`src/rtl/bpc_pkg.sv`:
```
package bpc_pkg;

  // Threshold register width
  localparam int REG_W = 16;

  // Press state codes
  localparam logic [1:0] ST_IDLE     = 2'd0;
  localparam logic [1:0] ST_DEBOUNCE = 2'd1;
  localparam logic [1:0] ST_PRESSED  = 2'd2;
  localparam logic [1:0] ST_LONG     = 2'd3;

  // Event codes
  localparam logic [1:0] EV_NONE  = 2'd0;
  localparam logic [1:0] EV_SHORT = 2'd1;
  localparam logic [1:0] EV_LONG  = 2'd2;

  // Item operations
  localparam logic OP_TICK = 1'b0;
  localparam logic OP_READ = 1'b1;

  // Register indexes (paddr[3:2])
  localparam logic [1:0] REG_DEBOUNCE = 2'd0;
  localparam logic [1:0] REG_SHORT    = 2'd1;
  localparam logic [1:0] REG_LONG     = 2'd2;

  // Register reset values
  localparam logic [REG_W-1:0] DEBOUNCE_RST = 16'd2;
  localparam logic [REG_W-1:0] SHORT_RST    = 16'd5;
  localparam logic [REG_W-1:0] LONG_RST     = 16'd50;

  // Thresholds handed to the classifier
  typedef struct packed {
    logic [REG_W-1:0] debounce_ticks;
    logic [REG_W-1:0] short_ticks;
    logic [REG_W-1:0] long_ticks;
  } thresh_t;

  // Per-cycle item controls handed to the classifier
  typedef struct packed {
    logic tick_en;
    logic read_en;
    logic pressed;
  } item_ctl_t;

endpackage

```
`src/rtl/bpc_fsm.sv`:
```
module bpc_fsm #(
  parameter int COUNT_WIDTH = 16
) (
  input  logic               clk,
  input  logic               rst,
  input  bpc_pkg::thresh_t   thresh,
  input  bpc_pkg::item_ctl_t ctl,
  output logic [1:0]         pending_event
);

  localparam int CMP_W = (COUNT_WIDTH > bpc_pkg::REG_W) ? COUNT_WIDTH : bpc_pkg::REG_W;

  logic [1:0]             press_state;
  logic [1:0]             press_state_next;
  logic [COUNT_WIDTH-1:0] press_ticks;
  logic [COUNT_WIDTH-1:0] press_ticks_next;
  logic [1:0]             pending_event_next;
  logic [COUNT_WIDTH-1:0] ticks_inc;
  logic [CMP_W-1:0]       ticks_cmp;
  logic                   debounce_met;
  logic                   short_met;
  logic                   long_met;

  // Saturating increment and threshold compares
  assign ticks_inc    = (press_ticks == {COUNT_WIDTH{1'b1}}) ? press_ticks
                                                             : press_ticks + 1'b1;
  assign ticks_cmp    = CMP_W'(ticks_inc);
  assign debounce_met = ticks_cmp >= CMP_W'(thresh.debounce_ticks);
  assign short_met    = ticks_cmp >= CMP_W'(thresh.short_ticks);
  assign long_met     = ticks_cmp >= CMP_W'(thresh.long_ticks);

  // Next state for a tick or a read
  always_comb begin
    press_state_next   = press_state;
    press_ticks_next   = press_ticks;
    pending_event_next = pending_event;
    if (ctl.read_en) begin
      pending_event_next = bpc_pkg::EV_NONE;
    end else if (ctl.tick_en) begin
      case (press_state)
        bpc_pkg::ST_IDLE: begin
          if (ctl.pressed) begin
            press_state_next = bpc_pkg::ST_DEBOUNCE;
            press_ticks_next = '0;
          end
        end
        bpc_pkg::ST_DEBOUNCE: begin
          press_ticks_next = ticks_inc;
          if (debounce_met) begin
            if (ctl.pressed) begin
              press_state_next = bpc_pkg::ST_PRESSED;
              press_ticks_next = '0;
            end else begin
              press_state_next = bpc_pkg::ST_IDLE;
            end
          end
        end
        bpc_pkg::ST_PRESSED: begin
          press_ticks_next = ticks_inc;
          if (!ctl.pressed) begin
            if (short_met) pending_event_next = bpc_pkg::EV_SHORT;
            press_state_next = bpc_pkg::ST_IDLE;
          end else if (long_met) begin
            pending_event_next = bpc_pkg::EV_LONG;
            press_state_next   = bpc_pkg::ST_LONG;
          end
        end
        default: begin
          if (!ctl.pressed) press_state_next = bpc_pkg::ST_IDLE;
        end
      endcase
    end
  end

  // State registers
  always_ff @(posedge clk) begin
    if (rst) begin
      press_state   <= bpc_pkg::ST_IDLE;
      press_ticks   <= '0;
      pending_event <= bpc_pkg::EV_NONE;
    end else begin
      press_state   <= press_state_next;
      press_ticks   <= press_ticks_next;
      pending_event <= pending_event_next;
    end
  end

`ifndef NO_ASSERTIONS
  // A read always leaves nothing pending
  a_read_clears: assert property (@(posedge clk) disable iff (rst)
    ctl.read_en |=> pending_event == bpc_pkg::EV_NONE)
    else $error("pending event not cleared by read");

  // Long-pressed is entered only from pressed, and then flags a long event
  a_long_entry: assert property (@(posedge clk) disable iff (rst)
    (press_state != bpc_pkg::ST_LONG) ##1 (press_state == bpc_pkg::ST_LONG) |->
      ($past(press_state) == bpc_pkg::ST_PRESSED && pending_event == bpc_pkg::EV_LONG))
    else $error("bad entry into long-pressed state");

  // Only a tick moves the state machine
  a_state_hold: assert property (@(posedge clk) disable iff (rst)
    !ctl.tick_en |=> $stable(press_state) && $stable(press_ticks))
    else $error("state changed without a tick");

  // Pending event never holds the unused code
  a_event_code: assert property (@(posedge clk) disable iff (rst)
    pending_event != 2'd3)
    else $error("unused event code pending");
`endif

endmodule

```
`src/rtl/button_press_classifier_core.sv`:
```
// A read item's result is registered into the output register, or into the skid stage if the output is stalled.
// Throughput: one item per cycle while the skid stage is empty; a tick or read is a single state update.
// Results wait in an output register plus a one-entry skid stage; input
// stalls while the skid stage holds a result.
// Reset (rst, synchronous, active high): idle state, no pending event,
// thresholds back to 2 / 5 / 50 ticks, output empty.
module button_press_classifier_core #(
  parameter int COUNT_WIDTH = 16
) (
  input  logic        clk,
  input  logic        rst,
  // Input item stream
  input  logic        s_axis_tvalid,
  output logic        s_axis_tready,
  input  logic [7:0]  s_axis_tdata,   // [0] button level (0 pressed), [7:1] zero
  input  logic [0:0]  s_axis_tuser,   // [0] operation
  // Result item stream
  output logic        m_axis_tvalid,
  input  logic        m_axis_tready,
  output logic [7:0]  m_axis_tdata,   // [1:0] event_code, [7:2] zero
  // Register port
  input  logic        psel,
  input  logic        penable,
  input  logic        pwrite,
  input  logic [3:0]  paddr,
  input  logic [31:0] pwdata,
  output logic [31:0] prdata,
  output logic        pready
);

  bpc_pkg::thresh_t   thresh;
  bpc_pkg::item_ctl_t ctl;
  logic [1:0]         pending_event;
  logic               s_accept;
  logic               cfg_write;
  logic [1:0]         reg_idx;
  logic               out_valid;
  logic [1:0]         out_code;
  logic               skid_valid;
  logic [1:0]         skid_code;

  // Register port
  assign pready    = 1'b1;
  assign reg_idx   = paddr[3:2];
  assign cfg_write = psel && penable && pwrite && pready;

  always_ff @(posedge clk) begin
    if (rst) begin
      thresh.debounce_ticks <= bpc_pkg::DEBOUNCE_RST;
      thresh.short_ticks    <= bpc_pkg::SHORT_RST;
      thresh.long_ticks     <= bpc_pkg::LONG_RST;
    end else if (cfg_write) begin
      case (reg_idx)
        bpc_pkg::REG_DEBOUNCE: thresh.debounce_ticks <= pwdata[bpc_pkg::REG_W-1:0];
        bpc_pkg::REG_SHORT:    thresh.short_ticks    <= pwdata[bpc_pkg::REG_W-1:0];
        bpc_pkg::REG_LONG:     thresh.long_ticks     <= pwdata[bpc_pkg::REG_W-1:0];
        default: ;
      endcase
    end
  end

  always_comb begin
    case (reg_idx)
      bpc_pkg::REG_DEBOUNCE: prdata = 32'(thresh.debounce_ticks);
      bpc_pkg::REG_SHORT:    prdata = 32'(thresh.short_ticks);
      bpc_pkg::REG_LONG:     prdata = 32'(thresh.long_ticks);
      default:               prdata = '0;
    endcase
  end

  // Item decode
  assign s_axis_tready = !skid_valid;
  assign s_accept      = s_axis_tvalid && s_axis_tready;
  assign ctl.tick_en   = s_accept && (s_axis_tuser[0] == bpc_pkg::OP_TICK);
  assign ctl.read_en   = s_accept && (s_axis_tuser[0] == bpc_pkg::OP_READ);
  assign ctl.pressed   = !s_axis_tdata[0];

  bpc_fsm #(
    .COUNT_WIDTH (COUNT_WIDTH)
  ) u_fsm (
    .clk           (clk),
    .rst           (rst),
    .thresh        (thresh),
    .ctl           (ctl),
    .pending_event (pending_event)
  );

  // Output register with skid stage
  always_ff @(posedge clk) begin
    if (rst) begin
      out_valid  <= 1'b0;
      skid_valid <= 1'b0;
    end else if (!out_valid || m_axis_tready) begin
      out_valid  <= skid_valid || ctl.read_en;
      skid_valid <= 1'b0;
    end else if (ctl.read_en) begin
      skid_valid <= 1'b1;
    end
  end

  always_ff @(posedge clk) begin
    if (!out_valid || m_axis_tready) begin
      out_code <= skid_valid ? skid_code : pending_event;
    end else if (ctl.read_en) begin
      skid_code <= pending_event;
    end
  end

  assign m_axis_tvalid = out_valid;
  assign m_axis_tdata  = {6'd0, out_code};

`ifndef NO_ASSERTIONS
  // Skid holds a result only behind a full output register
  a_skid_behind_out: assert property (@(posedge clk) disable iff (rst)
    skid_valid |-> out_valid)
    else $error("skid entry without output entry");

  // A stalled full output spills an accepted read into the skid stage
  a_skid_fill: assert property (@(posedge clk) disable iff (rst)
    (out_valid && !m_axis_tready && ctl.read_en) |=> skid_valid)
    else $error("read result dropped on output stall");

  // A read into an empty output shows up on the next cycle
  a_read_latency: assert property (@(posedge clk) disable iff (rst)
    (!out_valid && ctl.read_en) |=> m_axis_tvalid)
    else $error("read result missing");
`endif

endmodule

```
`config.mk`:
```
export PLATFORM = sky130hd
export DESIGN_NAME = button_press_classifier_core
export DESIGN_NICKNAME = d
export VERILOG_FILES = /design/src/rtl/bpc_pkg.sv /design/src/rtl/bpc_fsm.sv /design/src/rtl/button_press_classifier_core.sv
export SDC_FILE = /design/constraint.sdc
export NUM_CORES = 1
export LEC_CHECK = 0
export BUFFER_PORTS_ARGS = -buffer_cell sky130_fd_sc_hd__buf_4
export CAP_MARGIN = 0
export CORE_ASPECT_RATIO = 1.4
export CORE_MARGIN = 10
export CORE_UTILIZATION = 55
export DETAILED_ROUTE_END_ITERATION = 7
export GPL_TIMING_DRIVEN = 0
export HOLD_SLACK_MARGIN = 0.1
export PLACE_DENSITY_LB_ADDON = 0.12
export SYNTH_ARGS = -nofsm -noshare
export SYNTH_HDL_FRONTEND = slang
export SYNTH_HIERARCHICAL = 1
export SYNTH_SLANG_ARGS = --single-unit
```
`constraint.sdc`:
```
create_clock -name clk -period 4.35 [get_ports clk]
set_input_delay 0.2175 -clock clk [delete_from_list [all_inputs] [get_ports clk]]
set_output_delay 0.2175 -clock clk [all_outputs]
set_load 0.02 [all_outputs]
```
==> Word-level counts from Yosys, hierarchy flattened <==
Index checks and enable logic that the tools add are counted.
{ "totals": {"out_inout_bits": 43, "in_bits": 52, "regBits": 74} }
{ "op_classes": {"bitwise": 3, "n_reduce_logical": 23, "magnitude_cmp": 3, "n_eq_ne": 9, "addsub": 1, "n_mux": 17} }
{ "ops": {"columns": ["cell", "count"], "rows": [
  ["case mux 16 bit (3 select lines)", 2],
  ["2-to-1 mux 16 bit", 4],
  ["greater-or-equal comparator 16 bit", 3],
  ["2-to-1 mux 2 bit", 10],
  ["adder 16 x 1 -> 16 bit (second input constant)", 1],
  ["== test 16 bit (second input constant)", 1],
  ["AND reduction 2 bit", 4],
  ["AND reduction 4 bit", 2],
  ["case mux 2 bit (3 select lines)", 1],
  ["AND reduction 6 bit", 1],
  ["logical AND 1 bit", 5],
  ["== test 2 x 1 -> 1 bit (second input constant)", 2],
  ["== test 2 bit (second input constant)", 2],
  ["logical NOT 2 bit", 2],
  ["inequality test 2 x 1 -> 1 bit (second input constant)", 2],
  ["nonzero test 4 bit", 1],
  ["OR reduction 2 bit", 2],
  ["inequality test 3 x 2 -> 1 bit (second input constant)", 1],
  ["inverter 1 bit", 3],
  ["nonzero test 3 bit", 1],
  ["logical NOT 1 bit", 2],
  ["logical OR 1 bit", 2],
  ["inequality test 2 bit (second input constant)", 1],
  ["nonzero test 2 bit", 1]
]} }

==> Depth between registers and ports, before layout <==
Gate-level depths: netlist (run 1).
{ "depth": {"ltp_word": 6, "mapped_depth": 15, "depth_no_buf": 13} }

==> Cells and area by module <==
Netlist (run 1), hierarchy kept.
{ "modules_own_cells": {"columns": ["mod", "area_each_um2", "cells_each", "seq_area_each_um2", "instances"], "rows": [
  ["button_press_classifier_core", 2717.6, 280, 1121.1, 1],
  ["bpc_fsm", 2477.4, 308, 400.4, 1]
]} }

==> Worst setup path before layout (run 1) <==
No wires, ideal clock.
{ "synth_timing": {"path_type": "register to register", "start": "reg u_fsm.press_ticks[0]", "end": "reg u_fsm.pending_event[1]", "period_less_slack_ns": 3.034, "path_slack_ns": 1.316, "path_stages_with_launch": 14, "t_arrival_ns": 2.919, "cell_sequence": "dfxtp_1 > ha_1 > and2_2 > and2_4 > and4_1 > buf_2 > xor2_1 > ha_1 > nand2b_1 > a2111o_1 > a31oi_1 > nand3_1 > and4_1 > o21ba_1"} }
{ "synth_via": {"elab_chain_cells": 5, "word_cells_on_any_way": 8, "cone_classes": "1 x add/sub; 2 x order compare; 2 x eq/ne; 1 x mux; 2 x reduce/logical"} }
{ "synth_lines": {"columns": ["element", "line", "source"], "rows": [
  ["start, declared", "bpc_fsm.sv:15", "logic [COUNT_WIDTH-1:0] press_ticks;"],
  ["start signal, assigned", "bpc_fsm.sv:83", "press_ticks <= press_ticks_next;"],
  ["adder 16 x 1 -> 16 bit or == test 16 bit (tied branches)", "bpc_fsm.sv:26, bpc_fsm.sv:25", null],
  ["2-to-1 mux 16 bit *", "bpc_fsm.sv:25", "assign ticks_inc = (press_ticks == {COUNT_WIDTH{1'b1}}) ? press_ticks"],
  ["greater-or-equal comparator 16 bit, on equally long branches", "bpc_fsm.sv:29, bpc_fsm.sv:30", null],
  ["inequality test 2 x 1 -> 1 bit (no line) or nonzero test 2 bit (tied branches)", null, null],
  ["AND reduction 4 bit (no line) *", null, null],
  ["end signal, assigned", "bpc_fsm.sv:80", "pending_event <= bpc_pkg::EV_NONE;"],
  ["end signal, assigned", "bpc_fsm.sv:84", "pending_event <= pending_event_next;"],
  ["end, declared", "bpc_fsm.sv:8", "output logic [1:0] pending_event"]
]} }
Every way passes the cells marked *; elsewhere a longest branch is shown, timed or not.
A chain may end at the register's enable or synchronous reset.

==> Worst setup path in the final report (run 1) <==
{ "layout_timing": {"start": "reg u_fsm.press_ticks[0]", "end": "reg u_fsm.press_ticks[2]"} }
{ "layout_via": {"elab_chain_cells": 5, "word_cells_on_any_way": 7, "cone_classes": "1 x add/sub; 1 x order compare; 1 x eq/ne; 4 x mux"} }
{ "layout_lines": {"columns": ["element", "line", "source"], "rows": [
  ["adder 16 x 1 -> 16 bit or == test 16 bit (tied branches)", "bpc_fsm.sv:26, bpc_fsm.sv:25", null],
  ["2-to-1 mux 16 bit *", "bpc_fsm.sv:25", null],
  ["greater-or-equal comparator 16 bit or 2-to-1 mux 16 bit (tied branches)", "bpc_fsm.sv:28, bpc_fsm.sv:50", null],
  ["2-to-1 mux 16 bit", "bpc_fsm.sv:49", "if (debounce_met) begin"],
  ["case mux 16 bit (3 select lines) *", "bpc_fsm.sv:40", "case (press_state)"]
]} }
Marked as above.

==> summary.md, run 1 <==
| Metric | Value |
|---|---|
| Outcome | `completed` |
| Postcts setup bufs | `0` |
| Post-synthesis xor/xnor area fraction | `1.349%` |
| Placed cell area | `5753 um^2` |
| First-pass GRT wire length | `21560 um` |
| Worst setup margin | `0.7748 ns` |
| Reg clk slew, reported paths | `0.06 ns` |
| Area contributors post-synth | `dfxtp_1 27%, ha_1 13%, mux2i_1 13%` |
| Sequential fraction of the synthesis area | `29.29%` |
| I/O pin cnt | `95` |
| Total gr overflow | `0` |
| Die H | `135.0 um` |
| Min Clock Period, post-route | `3.575 ns` |
| Finished Cell Area | `6080 um^2` |
| Total power | `0.001703 W` |
| VDD IR max | `0.0002086 V` |
| Fin. max-slew vios | `0` |
| Fin Setup TNS | `0 ns` |
| EDFF count, synth | `4` |
| Critical path launch point type | `flop` |
| Critical path arrival | `3.79 ns` |
| Adder-cell share of the synthesized area | `12.76%` |
| Unrepaired setup endpoints after global routing | `no` |
| Port buffer count | `46` |
| Most common cell on crit path | `ha_1` |
| Leak Pwr | `2.858 nW` |
| GRT Util Overall | `19.62%` |
| Worst path cell trace | `ha_1 > and2_2 > and2_4 > and4_1 > buf_2 > nand2b_1 > ha_1 > nand4_1 > nor3_2 > o2111ai_2 > a31oi_4 > nor2_4 > buf_6 > a22o_1` |
| Largest net degree at the start of global routing | `15` |
| First-pass DRT Iterations | `6` |
| DPL Wire Length | `10540 um` |
| Yosys warning total | `6` |
| Fraction of layout cells with a size suffix above 1 | `17.29%` |
| Final Routed Wirelength | `13160 um` |
| Maximum root-to-sink buffer count | `2` |
| Post-DR wirelength/cell | `16.91 um` |
| MaxCap Viol Count | `0` |
| Avg Cell Area, Syn | `8.835 um^2` |
| Vias in the first global route | `4426` |
| Combinational family with the most area after synthesis | `simple AND/OR/NAND/NOR gates` |
| Initial core utilization | `56.89%` |
| Synth async-reset ratio | `0%` |
| Post-synth top flop | `dfxtp_1` |
| Fmax | `279.7 MHz` |
| Finished Layout Cells | `778` |
| Post_cts resized | `0` |
| Worst skew pair latency | `0.33 ns` |
| Slowest CP cell | `nor3_2` |
| DRC | `0` |
| Detailed Route Iter0 Violations | `193` |
| WP buf/inv | `2` |
| CP delay by family, top | `simple AND/OR/NAND/NOR gates` |
| # setup viols final | `0` |
| Die ar. | `13790 um^2` |
| HP Class | `input pin to flop` |
| Mapped Area | `5195 um^2` |
| Least-Margin Pin Slew | `0.6045 ns` |
| CP endpoint kind | `flop` |
| Via density | `5.517` |
| Row count | `41` |
| Worst path depth | `14` |
| Relative slew slack | `59.55%` |
| CP max FO | `10` |
| Post-synthesis mux area share | `13.75%` |
| Num CTS Buffers | `9` |
| Root buffer cell | `clkbuf_16` |
| Clock H-tree levels | `3` |
| CORE AREA | `9131 um^2` |
| Nets | `771` |
| Post-Place Setup Slack | `0.7897 ns` |
| Die Width | `102.1 um` |
| CP peak stage delay | `0.36 ns` |
| Post-synth cell types | `62` |
| RePlAce Congestion | `0.8756` |
| CTS sink cnt | `74` |
| Post-synth top area cell | `dfxtp_1` |
| Synth Area in Compound Gates | `11.42%` |
| Critical path required time | `4.56 ns` |
| PwrDens | `280.1 nW/um^2` |
| Routed vias | `4292` |
| Hold path depth | `3` |
| ANT cells | `0` |
| Final setup skew | `0.008615 ns` |
| CP Class | `flop to flop` |
| Post-synth top cells | `70 x dfxtp_1, 67 x nand2b_1, 65 x mux2i_1` |
| Final hold vios | `0` |
| Antenna Nets Post-Route | `0` |
| Dpl cells | `762` |
| Fillers | `797` |
| CTS tree | `done` |
| Mapped Cells | `588` |
| Flops & latches, synth | `74` |
| Final period utilization | `82.19%` |
| Synth top area share | `26.97%` |
| Cts hold-fix bufs | `0` |
| Antenna violations before repair | `0` |
| Count leader, synth | `dfxtp_1` |
| Syn-to-layout area delta | `17.03%` |
| R2R cell count | `14` |
| Simple-Gate Fraction of Synth Area | `21.27%` |
[registers in the layout (all words and copies together), names as in the netlist]
signal	flops
out_code	2
m_axis_tvalid	1
skid_valid	1
skid_code	2
u_fsm/press_ticks	16
thresh	48
u_fsm/press_state	2
u_fsm/pending_event	2
[layout make-up]
type	count	area (um^2)	area share [%]
inverters	56	210.2	3.458
well taps	107	133.9	2.202
clock buffers	10	239.0	3.931
plain buffers	47	310.3	5.104
multi-input cells	432	3232	53.16
flip-flops and latches	74	1521	25.03
clock inverters	6	87.58	1.441
repair buffers	46	345.3	5.680
[per-layer routing]
metal  GRT usage [%]  up-vias  wire (um)
met4           9.434        0        356
met2           33.56       94       6620
li1                -     2154          -
met1           22.21     2020       5634
met5               0        -          0
met3           4.494       24        545
[cell families after synthesis]
logic type	Yosys count
other cells	2
flops	74
buf+inv	103
fa+ha+maj	53
simple gates	193
mux	70
xor+xnor	8
compound gates	85
[tightest hold or removal path: cells and delay by family]
family	cells	cell delay (ns)
buffers and inverters	1	0.08
muxes	1	0.11
and+or+nand+nor	1	0.04
[worst paths after layout]
kind	end	slack (ns)	startpoint
setup / recovery	u_fsm/press_ticks[2]	0.77	u_fsm/press_ticks[0]
setup reg to reg	u_fsm/press_ticks[2]	0.77	u_fsm/press_ticks[0]
hold / removal	thresh[33]	0.17	pwdata[1]
hold reg to reg	skid_code[1]	0.45	u_fsm/pending_event[1]
[placed cells by master, fill, tap and decap left out, types with 5 or more instances in the layout]
cell | synthesis | final
buf_4 | 26 | 72
nor3_1 | 6 | 6
nand2_1 | 39 | 39
and4_1 | 6 | 6
conb_1 | 2 | 23
o21ai_0 | 23 | 23
and3_1 | 5 | 5
dfxtp_1 | 70 | 70
a31oi_1 | 7 | 7
nand4_1 | 13 | 13
inv_1 | 56 | 56
a22o_1 | 12 | 12
nand3_1 | 7 | 7
xor2_1 | 5 | 5
clkbuf_1 | 12 | 12
nor2_1 | 26 | 26
a21oi_1 | 16 | 16
nand2b_1 | 67 | 67
ha_1 | 53 | 53
mux2i_1 | 65 | 65
clkbuf_16 | 0 | 9
[power by group]
part	switching (W)	internal, W	leakage, nW
clock network	0.000290	0.000519	0.163
registers	0.00000746	0.000692	0.609
logic	0.000110	0.0000843	2.09
[metrics by stage]
step / hold WS [ns] / utilization (%)
final: 0.1665 / 66.58
after global routing: 0.1711 / 66.58
after CTS: 0.1653 / 66.58
after detailed placement: 0.4476 / 63.00
after global placement: 0.4444 / 63.00
after floorplan: 0.2866 / -
(Power assumes the default switching activity.)
==> inputs of run 2 (changes only) <==
Settings changed: ABC_AREA from default to 1, CORE_UTILIZATION 55 to 52.
Clock period 4.35 ns to 3 ns, I/O delays scaled along.
==> summary.md, run 2 <==
| Metric | Value |
|---|---|
| MaxCap Viol Count | `0` |
| GRT Util Overall | `19.76%` |
| Reg2reg setup slack | `0.1 ns` |
| PwrDens | `386.9 nW/um^2` |
| Antenna violations before repair | `0` |
| VDD IR max | `0.0002735 V` |
| Slowest CP cell | `dfxtp_4` |
| Count leader, synth | `nand2_1` |
| CP Class | `flop to flop` |
| EDFF count, synth | `4` |
| CTS tree | `done` |
| Post-synth top flop | `dfxtp_1` |
| Sequential fraction of the synthesis area | `27.87%` |
| Least-Margin Pin Slew | `0.5884 ns` |
| Combinational family with the most area after synthesis | `simple AND/OR/NAND/NOR gates` |
| Area contributors post-synth | `dfxtp_1 26%, nand2_1 14%, ha_1 12%` |
| Adder-cell share of the synthesized area | `12.15%` |
| Post-synthesis xor/xnor area fraction | `1.284%` |
| Post-DR wirelength/cell | `14.19 um` |
| Final hold vios | `0` |
| Post-synthesis mux area share | `0%` |
| Placed cell area | `6056 um^2` |
| Avg Cell Area, Syn | `6.625 um^2` |
| Post-synth cell types | `36` |
| Antenna Nets Post-Route | `0` |
| Simple-Gate Fraction of Synth Area | `37.91%` |
| Final period utilization | `96.72%` |
| Min Clock Period, post-route | `2.902 ns` |
| CP Capture Point | `u_fsm/press_ticks[4]` |
| Die H | `141.2 um` |
| Dpl cells | `1029` |
| Maximum root-to-sink buffer count | `2` |
| Root buffer cell | `clkbuf_16` |
| Num CTS Buffers | `9` |
| R2R cell count | `18` |
| Min Hold Slack | `0.1176 ns` |
| CP startpoint | `u_fsm/press_ticks[0]` |
| Initial core utilization | `53.03%` |
| Syn-to-layout area delta | `22.32%` |
| ANT cells | `0` |
| Port buffer count | `46` |
| Reg2reg end | `u_fsm/press_ticks[4]` |
| Fin. max-slew vios | `0` |
| CP peak stage delay | `0.37 ns` |
| Top flop regs | `thresh: 48 flops, u_fsm/press_ticks: 16 flops` |
| DRC | `0` |
| Final setup skew | `0.005307 ns` |
| RR Startpoint | `u_fsm/press_ticks[0]` |
| HP Class | `input pin to flop` |
| Fraction of layout cells with a size suffix above 1 | `20.74%` |
| Synth top area share | `25.67%` |
| Worst skew pair latency | `0.34 ns` |
| Via density | `4.953` |
| Reg clk slew, reported paths | `0.06 ns` |
| DPL Wire Length | `12030 um` |
| Mapped Cells | `824` |
| Worst path cell trace | `ha_4 > nand2_1 > inv_2 > nand2_4 > nor2_4 > nand4_1 > a22oi_2 > ha_1 > nand2_1 > inv_1 > o21ai_1 > nand3_1 > nor2_4 > nand2_2 > nand2_4 > buf_8 > nand3_1 > a21oi_1` |
| Nets | `1021` |
| CORE AREA | `10290 um^2` |
| Yosys warning total | `6` |
| # setup viols final | `0` |
| Final Routed Wirelength | `15020 um` |
| Outcome | `completed` |
| Post-synth top cells | `203 x nand2_1, 113 x nor2_1, 108 x inv_1` |
| Finished Cell Area | `6678 um^2` |
| Max FFs per register | `48` |
| Critical path arrival | `3.17 ns` |
| Routed vias | `5245` |
| Critical path required time | `3.27 ns` |
| Flops & latches, synth | `74` |
| I/O pin cnt | `95` |
| Leak Pwr | `3.279 nW` |
| Detailed Route Iter0 Violations | `237` |
| Relative slew slack | `60.36%` |
| Die ar. | `15050 um^2` |
| Total power | `0.002584 W` |
| First-pass GRT wire length | `24210 um` |
| Largest net degree at the start of global routing | `14` |
| Row count | `44` |
| CP endpoint kind | `flop` |
| Post-synth top area cell | `dfxtp_1` |
| Highest-count cells in the layout ignoring fill and taps | `200 x nand2_1, 109 x nor2_1, 108 x inv_1` |
| Mapped Area | `5459 um^2` |
| Total gr overflow | `0` |
| Clock H-tree levels | `3` |
| Layout Utilization | `64.86%` |
| Synth Area in Compound Gates | `6.051%` |
| Fmax | `344.6 MHz` |
| Finished Layout Cells | `1059` |
| Vias in the first global route | `5161` |
| First-pass DRT Iterations | `5` |
| CTS sink cnt | `74` |
| RePlAce Congestion | `0.9318` |
| Critical path launch point type | `flop` |
| Die Width | `106.6 um` |
| Synth async-reset ratio | `0%` |
| Commonest non-fill, non-tap cell in the layout | `nand2_1` |
| Largest reg by FF count | `thresh` |
| CP max FO | `10` |
## run 2: per-layer routing
layer | vias to the layer above | GRT usage, % | wire [um]
met4 | 0 | 8.506 | 461
met1 | 2337 | 20.85 | 5950
met3 | 35 | 3.969 | 645
met5 | - | 0 | 0
li1 | 2739 | - | -
met2 | 134 | 36.59 | 7964
## run 2: metrics by stage
stage / worst slack [ns] / TNS, ns
after floorplan: 0.4606 / 0
after global placement: -0.1374 / -1.473
after detailed placement: -0.1797 / -2.390
after CTS: 0.0008957 / 0
after global routing: -0.03927 / -0.2162
final: 0.09830 / 0
## run 2: critical path, delay by kind of cell (launching register included)
kind                       cells  cell delay (ns)
buffers and inverters          3             0.31
adders and majority gates      2             0.44
AOI/OAI and AO/OA              3             0.58
DFF                            1             0.37
and+or+nand+nor               10             1.13
## run 2: cells by family (layout without fill, tap and decap cells)
family | Yosys count | in the layout
buffers and inverters | 166 | 242
xor gates and xnor gates | 8 | 8
AOI/OAI and AO/OA | 58 | 58
other | 2 | 23
adders and majority gates | 53 | 53
DFF | 74 | 74
and+or+nand+nor | 463 | 463
## run 2: area by class of cell
| type | instances | area [um^2] |
|---|---|---|
| Clock buffer | 10 | 239.0 |
| Multi-Input combinational cell | 605 | 3368 |
| Inverter | 116 | 435.4 |
| Tap cell | 138 | 172.7 |
| Buffer | 50 | 365.4 |
| Sequential cell | 74 | 1530 |
| Fill cell | 974 | 3617 |
| Timing Repair Buffer | 60 | 478.0 |
| Clock inverter | 6 | 88.84 |
## run 2: what timing repair did
action,in CTS,in global routing
hold buffers,6,0
hold endpoints to repair,8,0
gates resized for setup,11,29
setup endpoints to repair,20,20
pin swaps,1,13
buffers inserted,1,7
## run 2: where the power goes
group,leakage [nW],switching [W],internal [W]
registers,0.607,0.0000156,0.00101
clock network,0.163,0.000440,0.000753
logic,2.51,0.000222,0.000146
total,3.28,0.000678,0.00191
## run 2: how the worst min path moves through the flow
stage | startpoint | end | slack (ns) | cells past startpoint
finish | s_axis_tvalid | m_axis_tvalid | 0.12 | 3
global route | s_axis_tvalid | skid_valid | 0.15 | 3
CTS | s_axis_tvalid | m_axis_tvalid | 0.12 | 3
detailed placement | rst | m_axis_tvalid | 0.34 | 2
global placement | rst | m_axis_tvalid | 0.33 | 2
floorplan | rst | m_axis_tvalid | 0.22 | 1
==> inputs of run 3 (changes only) <==
Settings changed: ABC_AREA 1 to default, CORE_UTILIZATION 52 to 51.
==> summary.md, run 3 (synthesis gave the netlist of run 1 again) <==
| Metric | Value |
|---|---|
| DPL Wire Length | `10510 um` |
| HP Class | `input pin to flop` |
| Maximum root-to-sink buffer count | `2` |
| Finished Layout Cells | `839` |
| Nets | `804` |
| Fillers | `797` |
| VDD IR max | `0.0003532 V` |
| Worst skew pair latency | `0.34 ns` |
| Failing checks | `setup timing` |
| Multi-input logic area | `3555 um^2` |
| Antenna violations before repair | `0` |
| Final Routed Wirelength | `14280 um` |
| Unrepaired setup endpoints after global routing | `yes` |
| Final setup skew | `0.009071 ns` |
| Final hold vios | `0` |
| Vias in the first global route | `4517` |
| Max FFs per register | `48` |
| CTS tree | `done` |
| CP max FO | `6` |
| Port buffer count | `46` |
| # setup viols final | `19` |
| Root buffer cell | `clkbuf_16` |
| Fraction of layout cells with a size suffix above 1 | `28.55%` |
| Routed vias | `4512` |
| Critical path launch point type | `flop` |
| Die Width | `105.3 um` |
| CORE AREA | `9953 um^2` |
| Num CTS Buffers | `9` |
| Clock H-tree levels | `3` |
| Outcome | `complete, but fails checks` |
| I/O pin cnt | `95` |
| Dpl cells | `790` |
| Relative slew slack | `60.29%` |
| CTS sink cnt | `74` |
| Critical path required time | `3.22 ns` |
| Leak Pwr | `3.088 nW` |
| Via density | `5.378` |
| Detailed Route Iter0 Violations | `214` |
| CP Class | `flop to flop` |
| CP endpoint kind | `flop` |
| Post-DR wirelength/cell | `17.02 um` |
| MaxCap Viol Count | `0` |
| Final period utilization | `105.8%` |
| Antenna Nets Post-Route | `0` |
| Worst setup margin | `-0.1749 ns` |
| Largest reg by FF count | `thresh` |
| ANT cells | `0` |
| Total gr overflow | `0` |
| Min Clock Period, post-route | `3.175 ns` |
| Initial core utilization | `52.19%` |
| First-pass GRT wire length | `22660 um` |
| PwrDens | `371.4 nW/um^2` |
| RePlAce Congestion | `0.8887` |
| Die H | `139.4 um` |
| DRC | `0` |
| Largest net degree at the start of global routing | `15` |
| Reg clk slew, reported paths | `0.06 ns` |
| Die ar. | `14680 um^2` |
| First-pass DRT Iterations | `5` |
| Row count | `43` |
| Least-Margin Pin Slew | `0.5934 ns` |
| Syn-to-layout area delta | `29.79%` |
| Fin. max-slew vios | `0` |
| Total power | `0.002505 W` |
| Critical path arrival | `3.39 ns` |
| Reg2reg setup slack | `-0.17 ns` |
| Commonest non-fill, non-tap cell in the layout | `buf_4` |
| Fmax | `315.0 MHz` |
| Highest-count cells in the layout ignoring fill and taps | `103 x buf_4, 64 x nand2b_1, 64 x mux2i_1` |
| Top flop regs | `thresh: 48 flops, u_fsm/press_ticks: 16 flops` |
| Register Area | `1563 um^2` |
| GRT Util Overall | `18.81%` |
## run 3: worst paths after layout
check | startpoint | to | cells past startpoint
min | pwdata[5] | thresh[5] | 3
min reg2reg | u_fsm/pending_event[1] | skid_code[1] | 0
max | u_fsm/press_ticks[0] | u_fsm/press_ticks[10] | 14
max reg2reg | u_fsm/press_ticks[0] | u_fsm/press_ticks[10] | 14
## run 3: stage by stage
stage          instance area [um^2]  setup slack [ns]  utilization [%]  TNS, ns  hold WS [ns]
6_report                       6743           -0.1749            67.74   -2.380        0.1043
5_1_grt                        6743           -0.2687            67.74   -4.353        0.1055
4_1_cts                        6579           -0.1127            66.10   -1.252        0.1010
3_5_place_dp                   5809           -0.4292            58.37   -6.992        0.4359
3_3_place_gp                   5809           -0.4062            58.37   -6.310        0.4208
2_1_floorplan                  5295          0.002182                -        0        0.2191
## run 3: area by class of cell
cell class	count	area share, %
Multi-Input combinational cell	432	52.72
Sequential cell	74	23.18
Timing Repair Buffer	82	9.352
Buffer	44	4.305
Clock buffer	9	3.340
Inverter	56	3.117
Tap cell	135	2.505
Clock inverter	7	1.485
## run 3: what timing repair did
action,4_1_cts,5_1_grt
setup endpoints to repair,20,20
cloned,1,0
setup buffers,21,11
endpoints found under the hold margin,4,0
pin swaps,32,20
hold buffers,3,0
resized for setup,55,20
## run 3: power breakdown
group          total, W  internal [W]  switching, W
registers       0.00101      0.000995     0.0000106
logic          0.000313      0.000137      0.000175
clock network   0.00119      0.000737      0.000449
## run 3: worst max-delay path, stage by stage (launching register included)
cell and delay, ns:
dfxtp_4 0.36, ha_4 0.16, and2_4 0.16, and2_4 0.14, a21oi_4 0.21, a31oi_1 0.18
nand2b_4 0.20, ha_1 0.30, nand2_1 0.10, nor3_4 0.30, o2111ai_4 0.18, a31oi_4 0.33
nor2_4 0.09, buf_6 0.15, a22o_1 0.20
## run 3: metal layers
layer,vias to the layer above,track usage (%),part of all wire (%)
met3,26,3.512,3.5
met4,0,7.464,2.7
met2,110,33.14,51
li1,2213,-,-
met1,2163,21.66,43
met5,-,0,0
